<file path="src/hw/rtl/wpp_pkg.sv">
package wpp_pkg;

  typedef enum logic [1:0] {
    KIND_SAMPLE = 2'd0,
    KIND_FORMAT = 2'd1,
    KIND_ERROR  = 2'd2,
    KIND_END    = 2'd3
  } kind_e;

  typedef enum logic [2:0] {
    ERR_NONE         = 3'd0,
    ERR_CONTAINER    = 3'd1,
    ERR_NOT_PCM      = 3'd2,
    ERR_CHANNELS     = 3'd3,
    ERR_INCONSISTENT = 3'd4,
    ERR_DEPTH        = 3'd5,
    ERR_ORDER        = 3'd6
  } err_e;

  typedef enum logic [1:0] {
    PH_HEADER  = 2'd0,
    PH_SIZE    = 2'd1,
    PH_SAMPLES = 2'd2,
    PH_HALT    = 2'd3
  } phase_e;

  typedef struct packed {
    logic [7:0] data_byte;
    logic       end_of_file;
  } in_t;

  typedef struct packed {
    kind_e              kind;
    logic signed [23:0] sample_value;
    logic               channel;
    err_e               error_code;
    logic [1:0]         num_channels;
    logic [31:0]        rate_hz;
    logic [4:0]         bits_per_sample;
    logic               last_of_run;
  } out_t;

  // one queue entry: a result word, optionally followed by end of stream
  typedef struct packed {
    out_t first;
    logic then_end;
  } entry_t;

  localparam logic [31:0] TAG_RIFF    = 32'h5249_4646;
  localparam logic [31:0] TAG_WAVE    = 32'h5741_5645;
  localparam logic [23:0] TAG_FMT     = 24'h66_6D74;
  localparam logic [31:0] TAG_DATA    = 32'h6461_7461;
  localparam logic [31:0] RATE_RESET  = 32'd44100;
  localparam logic [15:0] DEPTH_RESET = 16'd16;

endpackage

</file>
<file path="src/hw/rtl/wpp_front.sv">
module wpp_front (
  input  logic          clk_i,
  input  logic          rst_ni,
  input  logic          accept_i,
  input  wpp_pkg::in_t  in_data_i,
  output logic          push_o,
  output wpp_pkg::entry_t entry_o
);
  import wpp_pkg::*;

  phase_e      phase_q, phase_d;
  logic [31:0] pos_q, pos_d, tag_q, tag_d, foff_q, foff_d, doff_q, doff_d;
  logic        ffound_q, ffound_d;
  logic [15:0] fc_q, fc_d, chn_q, chn_d, align_q, align_d, dep_q, dep_d;
  logic [31:0] rate_q, rate_d, brate_q, brate_d, left_q, left_d;
  logic [1:0]  r3_q, r3_d;
  logic [23:0] acc_q, acc_d;
  logic [1:0]  bis_q, bis_d;
  logic        cch_q, cch_d;
  logic [47:0] prod_q;

  logic [7:0]  b;
  logic        eof;
  logic [31:0] frel, drel, left_new;
  logic [15:0] bps, align_exp;
  logic [48:0] exp_full;
  logic [45:0] expect_rate;
  logic [2:0]  rem;
  logic [1:0]  rem3, nbis;
  err_e        verr;
  entry_t      e;

  function automatic logic [1:0] mod3(input logic [7:0] v, input logic [1:0] a);
    logic [3:0] s;
    s = {2'b0, v[1:0]} + {2'b0, v[3:2]} + {2'b0, v[5:4]} + {2'b0, v[7:6]} + {2'b0, a};
    case (s)
      4'd0, 4'd3, 4'd6, 4'd9, 4'd12:  mod3 = 2'd0;
      4'd1, 4'd4, 4'd7, 4'd10, 4'd13: mod3 = 2'd1;
      default:                        mod3 = 2'd2;
    endcase
  endfunction

  always_ff @(posedge clk_i) begin
    prod_q <= rate_q * dep_q;
  end

  always_comb begin
    b = in_data_i.data_byte;
    eof = in_data_i.end_of_file;
    phase_d = phase_q; pos_d = pos_q; tag_d = tag_q; foff_d = foff_q; doff_d = doff_q;
    ffound_d = ffound_q; fc_d = fc_q; chn_d = chn_q; align_d = align_q; dep_d = dep_q;
    rate_d = rate_q; brate_d = brate_q; left_d = left_q; r3_d = r3_q;
    acc_d = acc_q; bis_d = bis_q; cch_d = cch_q;
    e = '0;
    e.first.kind = KIND_END;
    e.first.error_code = ERR_NONE;
    push_o = 1'b0;
    frel = pos_q - foff_q;
    drel = pos_q - doff_q;
    bps = dep_q >> 3;
    align_exp = (chn_q == 16'd2) ? {bps[14:0], 1'b0} : bps;
    exp_full = (chn_q == 16'd2) ? {prod_q, 1'b0} : {1'b0, prod_q};
    expect_rate = exp_full[48:3];
    verr = ERR_NONE;
    rem = 3'd0;
    rem3 = 2'd0;
    left_new = '0;
    nbis = bis_q + 2'd1;

    if (accept_i) begin
      if (pos_q != 32'hFFFF_FFFF) pos_d = pos_q + 32'd1;
      case (phase_q)
        PH_HEADER: begin
          tag_d = {tag_q[23:0], b};
          if ((pos_q == 32'd3 && tag_d != TAG_RIFF) ||
              (pos_q == 32'd11 && tag_d != TAG_WAVE)) begin
            push_o = 1'b1;
            e.first.kind = KIND_ERROR;
            e.first.error_code = ERR_CONTAINER;
            phase_d = PH_HALT;
          end else begin
            if (ffound_q) begin
              if (frel[31:5] == '0 && frel[4:0] >= 5'd8) begin
                case (frel[4:0])
                  5'd8:  fc_d = {8'h0, b};
                  5'd9:  fc_d = fc_q | {b, 8'h0};
                  5'd10: chn_d = {8'h0, b};
                  5'd11: chn_d = chn_q | {b, 8'h0};
                  5'd12: rate_d = {24'h0, b};
                  5'd13: rate_d = rate_q | {16'h0, b, 8'h0};
                  5'd14: rate_d = rate_q | {8'h0, b, 16'h0};
                  5'd15: rate_d = rate_q | {b, 24'h0};
                  5'd16: brate_d = {24'h0, b};
                  5'd17: brate_d = brate_q | {16'h0, b, 8'h0};
                  5'd18: brate_d = brate_q | {8'h0, b, 16'h0};
                  5'd19: brate_d = brate_q | {b, 24'h0};
                  5'd20: align_d = {8'h0, b};
                  5'd21: align_d = align_q | {b, 8'h0};
                  5'd22: dep_d = {8'h0, b};
                  5'd23: dep_d = dep_q | {b, 8'h0};
                  default: ;
                endcase
              end
            end else if (pos_q >= 32'd2 && tag_d[23:0] == TAG_FMT) begin
              ffound_d = 1'b1;
              foff_d = pos_q - 32'd2;
            end
            if (eof) begin
              push_o = 1'b1;
              e.first.kind = KIND_ERROR;
              e.first.error_code = ERR_CONTAINER;
              phase_d = PH_HALT;
            end else if (pos_q >= 32'd3 && tag_d == TAG_DATA) begin
              doff_d = pos_q - 32'd3;
              if (!ffound_q || frel <= 32'd23) begin
                push_o = 1'b1;
                e.first.kind = KIND_ERROR;
                e.first.error_code = ERR_ORDER;
                phase_d = PH_HALT;
              end else begin
                phase_d = PH_SIZE;
              end
            end
          end
        end
        PH_SIZE: begin
          // running residue mod 3 of the size, since 256 is 1 mod 3
          case (drel)
            32'd4: begin left_d = {24'h0, b}; r3_d = mod3(b, 2'd0); end
            32'd5: begin left_d = left_q | {16'h0, b, 8'h0}; r3_d = mod3(b, r3_q); end
            32'd6: begin left_d = left_q | {8'h0, b, 16'h0}; r3_d = mod3(b, r3_q); end
            32'd7: begin left_d = left_q | {b, 24'h0}; r3_d = mod3(b, r3_q); end
            default: ;
          endcase
          if (drel == 32'd7) begin
            if (fc_q != 16'd1) verr = ERR_NOT_PCM;
            else if (chn_q < 16'd1 || chn_q > 16'd2) verr = ERR_CHANNELS;
            else if ({14'h0, brate_q} != expect_rate || align_q != align_exp)
              verr = ERR_INCONSISTENT;
            else if (dep_q != 16'd8 && dep_q != 16'd16 && dep_q != 16'd24) verr = ERR_DEPTH;
            push_o = 1'b1;
            if (verr != ERR_NONE) begin
              e.first.kind = KIND_ERROR;
              e.first.error_code = verr;
              phase_d = PH_HALT;
            end else begin
              e.first.kind = KIND_FORMAT;
              e.first.num_channels = chn_q[1:0];
              e.first.rate_hz = rate_q;
              e.first.bits_per_sample = dep_q[4:0];
              rem3 = r3_d;
              // drop the tail that is not a whole frame
              case ({chn_q[1], bps[1:0]})
                3'b0_01: rem = 3'd0;
                3'b0_10: rem = {2'b0, left_d[0]};
                3'b0_11: rem = {1'b0, rem3};
                3'b1_01: rem = {2'b0, left_d[0]};
                3'b1_10: rem = {1'b0, left_d[1:0]};
                default: begin
                  case ({left_d[0], rem3})
                    3'b0_00: rem = 3'd0;
                    3'b1_01: rem = 3'd1;
                    3'b0_10: rem = 3'd2;
                    3'b1_00: rem = 3'd3;
                    3'b0_01: rem = 3'd4;
                    default: rem = 3'd5;
                  endcase
                end
              endcase
              left_new = left_d - {29'h0, rem};
              left_d = left_new;
              if (left_new == '0 || eof) begin
                e.then_end = 1'b1;
                phase_d = PH_HALT;
              end else begin
                phase_d = PH_SAMPLES;
                acc_d = '0;
                bis_d = '0;
                cch_d = 1'b0;
              end
            end
          end else if (eof) begin
            push_o = 1'b1;
            e.first.kind = KIND_ERROR;
            e.first.error_code = ERR_CONTAINER;
            phase_d = PH_HALT;
          end
        end
        PH_SAMPLES: begin
          case (bis_q)
            2'd0:    acc_d = acc_q | {16'h0, b};
            2'd1:    acc_d = acc_q | {8'h0, b, 8'h0};
            default: acc_d = acc_q | {b, 16'h0};
          endcase
          bis_d = nbis;
          left_d = left_q - 32'd1;
          if ({14'h0, nbis} >= bps) begin
            push_o = 1'b1;
            e.first.kind = KIND_SAMPLE;
            e.first.channel = cch_q;
            case (bps[1:0])
              2'd1:    e.first.sample_value = {~acc_d[7], acc_d[6:0], 16'h0};
              2'd2:    e.first.sample_value = {acc_d[15:0], 8'h0};
              default: e.first.sample_value = acc_d;
            endcase
            acc_d = '0;
            bis_d = '0;
            if (chn_q == 16'd2) cch_d = ~cch_q;
          end
          if (left_d == '0 || eof) begin
            if (push_o) begin
              e.then_end = 1'b1;
            end else begin
              push_o = 1'b1;
              e.first.kind = KIND_END;
            end
            phase_d = PH_HALT;
          end
        end
        default: ;
      endcase
      e.first.last_of_run = ~e.then_end;
      if (eof) begin
        phase_d = PH_HEADER; pos_d = '0; tag_d = '0; foff_d = '0; doff_d = '0;
        ffound_d = 1'b0; fc_d = '0; chn_d = '0; align_d = '0; dep_d = DEPTH_RESET;
        rate_d = RATE_RESET; brate_d = '0; left_d = '0; r3_d = '0;
        acc_d = '0; bis_d = '0; cch_d = 1'b0;
      end
    end
    entry_o = e;
  end

  always_ff @(posedge clk_i or negedge rst_ni) begin
    if (!rst_ni) begin
      phase_q <= PH_HEADER; pos_q <= '0; tag_q <= '0; foff_q <= '0; doff_q <= '0;
      ffound_q <= 1'b0; fc_q <= '0; chn_q <= '0; align_q <= '0; dep_q <= DEPTH_RESET;
      rate_q <= RATE_RESET; brate_q <= '0; left_q <= '0; r3_q <= '0;
      acc_q <= '0; bis_q <= '0; cch_q <= 1'b0;
    end else begin
      phase_q <= phase_d; pos_q <= pos_d; tag_q <= tag_d; foff_q <= foff_d;
      doff_q <= doff_d; ffound_q <= ffound_d; fc_q <= fc_d; chn_q <= chn_d;
      align_q <= align_d; dep_q <= dep_d; rate_q <= rate_d; brate_q <= brate_d;
      left_q <= left_d; r3_q <= r3_d; acc_q <= acc_d; bis_q <= bis_d; cch_q <= cch_d;
    end
  end

endmodule

</file>
<file path="src/hw/rtl/wpp_fifo.sv">
module wpp_fifo (
  input  logic            clk_i,
  input  logic            rst_ni,
  input  logic            push_i,
  input  wpp_pkg::entry_t wdata_i,
  output logic            full_o,
  input  logic            pop_i,
  output wpp_pkg::entry_t rdata_o,
  output logic            empty_o
);
  import wpp_pkg::*;

  entry_t     mem_q [2];
  logic       wptr_q, rptr_q;
  logic [1:0] cnt_q;

  assign full_o  = cnt_q == 2'd2;
  assign empty_o = cnt_q == 2'd0;
  assign rdata_o = mem_q[rptr_q];

  always_ff @(posedge clk_i) begin
    if (push_i) mem_q[wptr_q] <= wdata_i;
  end

  always_ff @(posedge clk_i or negedge rst_ni) begin
    if (!rst_ni) begin
      wptr_q <= 1'b0;
      rptr_q <= 1'b0;
      cnt_q  <= '0;
    end else begin
      if (push_i) wptr_q <= ~wptr_q;
      if (pop_i) rptr_q <= ~rptr_q;
      if (push_i && !pop_i) cnt_q <= cnt_q + 2'd1;
      else if (pop_i && !push_i) cnt_q <= cnt_q - 2'd1;
    end
  end

endmodule

</file>
<file path="src/hw/rtl/wpp_back.sv">
module wpp_back (
  input  logic            clk_i,
  input  logic            rst_ni,
  input  logic            empty_i,
  input  wpp_pkg::entry_t rdata_i,
  output logic            pop_o,
  output logic            out_valid_o,
  input  logic            out_ready_i,
  output wpp_pkg::out_t   out_data_o
);
  import wpp_pkg::*;

  logic valid_q, pend_q;
  out_t data_q;
  out_t end_word;
  logic load;

  assign load = !valid_q || out_ready_i;
  assign pop_o = load && !pend_q && !empty_i;
  assign out_valid_o = valid_q;
  assign out_data_o = data_q;

  always_comb begin
    end_word = '0;
    end_word.kind = KIND_END;
    end_word.error_code = ERR_NONE;
    end_word.last_of_run = 1'b1;
  end

  always_ff @(posedge clk_i) begin
    if (load) begin
      data_q <= pend_q ? end_word : rdata_i.first;
    end
  end

  always_ff @(posedge clk_i or negedge rst_ni) begin
    if (!rst_ni) begin
      valid_q <= 1'b0;
      pend_q  <= 1'b0;
    end else if (load) begin
      if (pend_q) begin
        valid_q <= 1'b1;
        pend_q  <= 1'b0;
      end else begin
        valid_q <= !empty_i;
        pend_q  <= !empty_i && rdata_i.then_end;
      end
    end
  end

endmodule

</file>
<file path="src/hw/rtl/wav_pcm_stream_parser_unit.sv">
// a word's first result is written into the queue and from there into the output register
// throughput: one byte per cycle while the queue is not full; a byte with two results gives two output words
// the input stalls only when the two-entry queue before the output stage is full
// validation multiply is a registered 32x16 product, ready long before the size ends
// reset (rst_ni low, asynchronous) clears the parser to its header state and empties the queue
module wav_pcm_stream_parser_unit (
  input  logic           clk_i,
  input  logic           rst_ni,
  input  logic           in_valid_i,
  output logic           in_ready_o,
  input  wpp_pkg::in_t   in_data_i,
  output logic           out_valid_o,
  input  logic           out_ready_i,
  output wpp_pkg::out_t  out_data_o
);
  import wpp_pkg::*;

  logic   push, full, pop, empty;
  entry_t wdata, rdata;

  assign in_ready_o = !full;

  wpp_front u_front (
    .clk_i, .rst_ni,
    .accept_i (in_valid_i && !full),
    .in_data_i,
    .push_o   (push),
    .entry_o  (wdata)
  );

  wpp_fifo u_fifo (
    .clk_i, .rst_ni,
    .push_i  (push),
    .wdata_i (wdata),
    .full_o  (full),
    .pop_i   (pop),
    .rdata_o (rdata),
    .empty_o (empty)
  );

  wpp_back u_back (
    .clk_i, .rst_ni,
    .empty_i (empty),
    .rdata_i (rdata),
    .pop_o   (pop),
    .out_valid_o,
    .out_ready_i,
    .out_data_o
  );

endmodule

</file>
<file path="config.mk">
export PLATFORM = sky130hd
export DESIGN_NAME = wav_pcm_stream_parser_unit
export DESIGN_NICKNAME = d
export VERILOG_FILES = /design/src/hw/rtl/wpp_pkg.sv /design/src/hw/rtl/wpp_front.sv /design/src/hw/rtl/wpp_fifo.sv /design/src/hw/rtl/wpp_back.sv /design/src/hw/rtl/wav_pcm_stream_parser_unit.sv
export SDC_FILE = /design/constraint.sdc
export NUM_CORES = 2
export LEC_CHECK = 0
export BUFFER_PORTS_ARGS = -buffer_cell sky130_fd_sc_hd__buf_2
export CORE_MARGIN = 4
export CORE_UTILIZATION = 40
export CTS_BUF_LIST = sky130_fd_sc_hd__clkbuf_2
export DETAILED_ROUTE_END_ITERATION = 8
export PLACE_DENSITY = 0.57
export SLEW_MARGIN = 20
export SYNTH_ARGS = -nofsm -noshare
export SYNTH_HDL_FRONTEND = slang
export SYNTH_SLANG_ARGS = --single-unit
export TNS_END_PERCENT = 30
</file>
<file path="constraint.sdc">
create_clock -name clk_i -period 8.6 [get_ports clk_i]
set_input_delay 0.86 -clock clk_i [delete_from_list [all_inputs] [get_ports clk_i]]
set_output_delay 0.86 -clock clk_i [all_outputs]
set_load 0.01 [all_outputs]
</file>
[Word level (Yosys, flattened, before mapping)]
Memories as Yosys holds them, arrays and structs flattened.
Cells that the tools add are included.
Word-level totals
  output and inout bits: 72
  logic and storage cells: 367
  RAM bits: 142
  memories: 5
  input port bits: 13
  ROM bits: 128
  flip-flop bits (word level): 436
  bits in latches: 0
Memories
  u_fifo.mem_q: depth 2, width 71, read ports 1, clocked after memory_dff 0, wr ports 1, RTL line wpp_fifo.sv:13  | entry_t mem_q [2];
  (name not given): depth 16, width 2, read ports 1, clocked after memory_dff 0, wr ports 0, RTL line wpp_front.sv:36  | case (s)
  (name not given): depth 16, width 2, read ports 1, clocked after memory_dff 0, wr ports 0, RTL line wpp_front.sv:36
  (name not given): depth 16, width 2, read ports 1, clocked after memory_dff 0, wr ports 0, RTL line wpp_front.sv:36
  (name not given): depth 16, width 2, read ports 1, clocked after memory_dff 0, wr ports 0, RTL line wpp_front.sv:36
Operators by class
  magnitude comparators: 7
  div/mod/pow operators: 0
  $add $sub $neg: 14
  multipliers: 1
  reductions and logical operators: 68
  shift operators: 0
  eq/ne operators: 58
  bitwise logic cells: 21
  multiplexer cells: 162
Operators with widths (count)
  32-bit two-way mux: 26
  32-bit one-hot mux with 4 select lines: 3
  16-bit two-way mux: 20
  24-bit two-way mux: 9
  24-bit one-hot mux with 2 select lines: 3
  32-bit by 3-bit == test with 1-bit output, second input constant: 4
  16-bit one-hot mux with 2 select lines: 4
  39-bit two-way mux: 3
  32-bit by 16-bit OR with 32-bit output: 3
  32-bit by 24-bit OR with 32-bit output: 3
  32-bit OR: 3
  71-bit two-way mux: 1
  32-bit by 2-bit greater-or-equal comparator with 1-bit output, second input constant: 2
  32-bit logical NOT: 2
  32-bit by 31-bit != test with 1-bit output, second input constant: 2
  16-bit OR: 4
  32-bit one-hot mux with 2 select lines: 1
  32-bit by 2-bit subtractor with 32-bit output, second input constant: 2
  32-bit subtractor: 2
  3-bit two-way mux: 17
  2-bit two-way mux: 25
  49-bit two-way mux: 1
  32-bit by 16-bit multiplier with 48-bit output: 1
  32-bit by 46-bit != test with 1-bit output: 1
  other kinds (66): 189

[Longest topological paths before layout]
  word-level depth: 25
  depth in mapped cells: 31
  mapped depth without buffers: 29

[By module]
A second synthesis with hierarchy kept.
Second synthesis, totals
  cell total of the unflattened synthesis: 5301
  area total of the unflattened synthesis: 49369.8 um^2
Modules (own cells, without submodules)
  wpp_front: cells an instance 4907, instances 1, area an instance 41030.6 um^2, seq. area each 8737.1 um^2
  wpp_fifo: cells an instance 237, instances 1, area an instance 5660.4 um^2, seq. area each 4364.2 um^2
  wpp_back: cells an instance 155, instances 1, area an instance 2668.8 um^2, seq. area each 2152.1 um^2
  wav_pcm_stream_parser_unit: cells an instance 2, instances 1, area an instance 10.0 um^2, seq. area each 0.0 um^2

[Worst setup path before layout]
No wires, ideal clock.
  kind: register to register
  from: register u_front.pos_q[0]
  to: memory u_fifo.mem_q[0][0] (netlist bit), enable pin
  data arrival time: 7.540 ns
  stages on the path, launching flop included: 21
  required time: 8.099 ns
  setup slack: 0.559 ns
  path buffers: 0
  clock period less this slack: 8.041 ns
  library setup time: 0.501 ns
  cell sequence: dfrtp_1 inv_1 ha_1 inv_1 fa_1 a21o_1 a21oi_1 o21ai_0 a21o_1 a21oi_1 o311ai_0 a211o_1 a211oi_1 nor2_1 nor4bb_1 o21a_1 nor2_1 nor4_1 nand4_1 a211o_1 nor2_1
On the way
  longest elaborated chain between the ends: 11
  elaborated cells between the ends (all ways): 21
  those cells by class: 2 x add/sub; 2 x order compare; 3 x eq/ne; 9 x mux; 5 x reduce/logical
Ends and longest elaborated chain
  from (decl): RTL line wpp_front.sv:12  | logic [31:0] pos_q, pos_d, tag_q, tag_d, foff_q, foff_d, doff_q, doff_d;
  from (signal assigned): RTL line wpp_front.sv:240  | phase_q <= phase_d; pos_q <= pos_d; tag_q <= tag_d; foff_q <= foff_d;
  32-bit subtractor: RTL line wpp_front.sv:58  | frel = pos_q - foff_q;
  32-bit by 5-bit less-or-equal comparator with 1-bit output: RTL line wpp_front.sv:115  | if (!ffound_q || frel <= 32'd23) begin
  1-bit logical OR: RTL line wpp_front.sv:115
  1-bit two-way mux: RTL line wpp_front.sv:115
  1-bit two-way mux: RTL line wpp_front.sv:113  | end else if (pos_q >= 32'd3 && tag_d == TAG_DATA) begin
  1-bit two-way mux: RTL line wpp_front.sv:108  | if (eof) begin
  1-bit two-way mux: RTL line wpp_front.sv:75  | if ((pos_q == 32'd3 && tag_d != TAG_RIFF) ||
  1-bit one-hot mux with 3 select lines (*): RTL line wpp_front.sv:72  | case (phase_q)
  1-bit two-way mux (*): RTL line wpp_front.sv:70  | if (accept_i) begin
  1-bit two-way mux (*): RTL line wpp_fifo.sv:22  | if (push_i) mem_q[wptr_q] <= wdata_i;
  1-bit two-way mux (not written as such) (*): RTL line wpp_fifo.sv:22
  to (decl): RTL line wpp_fifo.sv:13
Every way passes the cells marked *; elsewhere a longest branch is shown, timed or not.

[Worst setup path after layout]
  from: register u_front.rate_q[7]
  to: register u_front.prod_q[46]
On the way
  longest elaborated chain between the ends: 1
Ends and longest elaborated chain
  from (decl): RTL line wpp_front.sv:15  | logic [31:0] rate_q, rate_d, brate_q, brate_d, left_q, left_d;
  from (signal assigned): RTL line wpp_front.sv:242  | align_q <= align_d; dep_q <= dep_d; rate_q <= rate_d; brate_q <= brate_d;
  32-bit by 16-bit multiplier with 48-bit output: RTL line wpp_front.sv:44  | prod_q <= rate_q * dep_q;
  to (signal assigned): RTL line wpp_front.sv:44
  to (decl): RTL line wpp_front.sv:20  | logic [47:0] prod_q;
Every way passes these cells.
A chain may end at the register's enable or synchronous reset.

==> results.py <==
metrics = {
    "logic_synthesis": {
        "ys_seq_area_share_pct": 31.4,
        "syn-cell-area_sq_um": 48600,
        "ys_types": 94,
        "synth_cells": 5287,
        "ys_warn_count": 0,
        "ys_ff_latch": 576,
        "syn_area_per_cell_sq_um": 9.19,
        "async_flop_share_pct": 55.2,
        "synth_edf_count": 212,
        "synth_flop_cell": "dfrtp_1",
    },
    "job": {
        "maxCapViolations": 0,
    },
    "final_layout": {
        "area_growth_pct": 8.85,
        "fill_cells": 11900,
        "final_layout_size_suffix_gt1_share_pct": 10.9,
        "final_nets": 6045,
    },
    "setup_path": {
        "critPathTopFamily": "adder cells",
        "cp_slowest_stage_delay_ns": 0.69,
        "slowest_stage": "dfrtp_1",
        "endpoint": "u_front.prod_q[46]",
        "startpoint": "u_front.rate_q[7]",
        "r2r-end": "u_front.prod_q[46]",
        "required_ns": 9.91,
        "crit_cells": 25,
        "timing.rr.start": "u_front.rate_q[7]",
        "cp_max_fo": 11,
        "worstPathArrival_ns": 9.51,
        "r2r_slack_ns": 0.40,
        "critical_path_class": "flip-flop to flip-flop",
        "crit_path_end_kind": "flip-flop",
        "path_common_cell": "fa_1",
        "crit_buf_inv": 4,
        "critPathLaunchType": "flip-flop",
        "reg2reg_depth": 25,
    },
    "power_and_ir_drop": {
        "p_seq_share_pct": 32.7,
        "leakage_nw": 24.4,
        "p_sw_share_pct": 47.9,
        "finalPower_mw": 13.0,
        "clockPowerShare_pct": 15.8,
        "combPwrFrac_pct": 51.5,
        "switchingPower_mw": 6.21,
        "irDropWorstVdd_mv": 0.168,
        "cellPowerDensity_nw_per_um2": 245,
        "p_int_mw": 6.76,
    },
    "floorplanning": {
        "die_h_um": 357,
        "die_width_um": 357,
        "coreArea_sq_um": 120000,
        "io_pins": 85,
        "start_util_pct": 40.4,
        "rows": 127,
        "fp.dieArea_sq_um": 127000,
    },
    "clocking": {
        "cts_tree": "yes",
        "cts_sinks": 576,
        "clock_latency_ns": 1.51,
        "clockBufferDepth": 3,
        "clkTransAtPathRegs_ns": 0.12,
        "htree_levels": 4,
        "root_buffer": "clkbuf_2",
        "cts_buffers": 153,
    },
    "timing": {
        "finalHoldViolCount": 0,
        "fin_skew_ns": 0.135,
        "min_period_ns": 8.20,
        "setup_tns_ns": 0,
        "tightest_slew_ns": 1.16,
        "final_max_slew_viol_count": 0,
        "fin_ws_ns": 0.399,
        "finalSetupViolations": 0,
        "finalCritPeriodShare_pct": 95.4,
        "rsz0062_at_grt": "false",
        "max_freq_mhz": 122,
        "slew_headroom_pct": 22.8,
    },
    "route": {
        "drtIter0Drc": 3184,
        "wl_um": 152000,
        "route.detailed.drc": 0,
        "vias": 39600,
        "vias_per_cell": 5.55,
        "routedWlPerCell_um": 21.2,
        "dr.pass1.iters": 6,
        "antenna_left": 0,
    },
    "grt": {
        "gr-total-overflow": 0,
        "grtUsageTotal_pct": 23.9,
        "antenna_found_initial": 8,
        "grt_first_pass_wirelength_um": 235000,
        "grt_max_degree": 135,
        "grt_pass1_vias": 39700,
    },
    "place": {
        "io_buffers": 84,
        "pre_cts_slack_ns": -0.0200,
        "dp_hpwl_um": 113000,
        "gp_congestion": 0.920,
    },
    "status": {
        "status": "finished, final reports clean",
    },
    "hold_path": {
        "min_path_type": "input pin to flip-flop",
    },
}
power groups by stage:
| stage | combinational, mW | sequential, mW | clock, mW |
|---|---|---|---|
| 2_1_floorplan | 4.65 | 3.96 | 0 |
| 3_3_place_gp | 6.53 | 4.27 | 0 |
| 3_5_place_dp | 6.54 | 4.28 | 0 |
| 4_1_cts | 6.58 | 4.23 | 2.14 |
| 5_1_grt | 7.32 | 4.30 | 2.27 |
| 6_report | 6.68 | 4.24 | 2.05 |
routing by layer:
layer,share of wire [%],wire (um),up-vias,track usage (%)
li1,-,-,18100,-
met1,44,66800,19800,33.2
met2,46,69400,1394,37.7
met3,6.5,9820,289,3.60
met4,3.6,5480,4,9.01
met5,0.018,27,-,0
per-stage QoR:
step                      cells  cell area [sq um]  hold slack [ns]  util (%)
after floorplan            5292              48600            0.443         -
after CTS                  7128              52800            0.119      43.9
after global routing       7135              52900            0.239      44.0
final                      7136              52900            0.326      44.0
after detailed placement   6833              51200            0.466      42.5
after global placement     6833              51200            0.460      42.5
logic make-up (layout without fill, tap and decap cells):
family	count (synthesis)	after routing	share of synthesized area, %
and+or+nand+nor	1848	1848	18.0
AOI/OAI and AO/OA	925	925	12.7
buffers and inverters	893	1120	6.94
adders and majority gates	638	638	23.0
DFF	576	576	31.4
xor gates and xnor gates	225	225	4.05
muxes	181	181	3.86
other	1	11	0.00772
area by class of cell:
cell class | count | area (sq um) | area share, %
antenna | 5 | 12.5 | 0.0237
clock buffer | 227 | 1140 | 2.15
clock inverter | 53 | 337 | 0.636
inverter | 576 | 2160 | 4.09
multi-input combinational | 3823 | 30100 | 56.9
sequential | 576 | 15300 | 28.8
tap | 1612 | 2020 | 3.81
timing repair buffer | 264 | 1860 | 3.52
synth_stat cells (13+ instances only):
cell type,count,area share (%)
nand2_1,691,5.3
or4_1,17,0.26
a22oi_1,13,0.20
and3_1,24,0.31
dfxtp_1,46,1.9
mux2_2,23,0.53
o21bai_1,14,0.22
buf_1,24,0.19
clkbuf_1,285,2.2
nand3_1,98,1.0
and2_1,186,2.4
nand2b_1,35,0.45
mux2i_1,149,3.1
o21ai_0,202,2.1
nor2b_1,35,0.45
or3_1,55,0.71
nand4_1,44,0.57
nor3_1,117,1.2
xnor2_1,127,2.3
xor2_1,98,1.8
edfxtp_1,212,13
o21a_1,25,0.39
or2_2,18,0.23
nor2_1,400,3.1
inv_1,571,4.4
o31ai_1,61,0.94
a21boi_0,15,0.23
a21o_1,57,0.88
a211o_1,13,0.23
ha_1,212,5.5
a21oi_1,221,2.3
nor4_1,54,0.70
a211oi_1,29,0.45
dfrtp_1,311,16
nor3b_1,17,0.26
a31oi_1,41,0.53
a22o_1,86,1.5
fa_1,426,18
worst min-delay path, stage by stage:
cell and delay [ns]:
dlygate4sd3_1 0.53, buf_2 0.11, nor2b_1 0.06, nand2_1 0.06
o21ai_0 0.10
worst min-delay path by stage:
stage / start / end / slack (ns) / cells past startpoint
6_report: out_ready_i / u_back.pend_q / 0.33 / 5
5_1_grt: out_ready_i / u_back.pend_q / 0.24 / 5
4_1_cts: out_ready_i / u_back.out_valid_o / 0.12 / 5
3_5_place_dp: u_front.foff_q[28] / u_front.foff_q[28] / 0.47 / 2
3_3_place_gp: u_front.doff_q[12] / u_front.doff_q[12] / 0.46 / 2
2_1_floorplan: u_front.doff_q[2] / u_front.doff_q[2] / 0.44 / 2
registers in the layout, indices dropped and copies added (netlist names), 2 cells and up:
register / count
u_back.out_data_o: 70
u_fifo.cnt_q: 2
u_fifo.mem_q: 142
u_front.acc_q: 24
u_front.align_q: 16
u_front.bis_q: 2
u_front.brate_q: 32
u_front.chn_q: 16
u_front.dep_q: 16
u_front.doff_q: 32
u_front.fc_q: 16
u_front.foff_q: 32
u_front.left_q: 32
u_front.phase_q: 2
u_front.pos_q: 32
u_front.prod_q: 46
u_front.r3_q: 2
u_front.rate_q: 32
u_front.tag_q: 24
repair_timing:
item                                    4_1_cts  5_1_grt
gates resized for setup                       0       12
hold buffers                                 15        0
endpoints found under the hold margin       317        0
buffers inserted                              0        3
endpoints found under the setup margin        0       34
layout by cell type (no fill, tap or decap), types with 28 or more instances in the layout:
| cell | instances |
|---|---|
| and2_1 | 186 |
| nand2b_1 | 35 |
| dfxtp_1 | 46 |
| a31oi_1 | 40 |
| xor2_1 | 98 |
| nand4_1 | 44 |
| clkbuf_2 | 227 |
| inv_1 | 570 |
| a21oi_1 | 221 |
| or3_1 | 55 |
| a21o_1 | 56 |
| nand2_1 | 690 |
| fa_1 | 426 |
| nor2_1 | 396 |
| buf_4 | 163 |
| mux2i_1 | 147 |
| nor3_1 | 114 |
| xnor2_1 | 127 |
| dfrtp_1 | 309 |
| o21ai_0 | 201 |
| ha_1 | 211 |
| buf_2 | 83 |
| nor4_1 | 51 |
| nor2b_1 | 35 |
| clkinv_1 | 34 |
| nand3_1 | 98 |
| o31ai_1 | 60 |
| a22o_1 | 86 |
| edfxtp_1 | 212 |
| a211oi_1 | 28 |
Power figures use the tool's default switching activity.
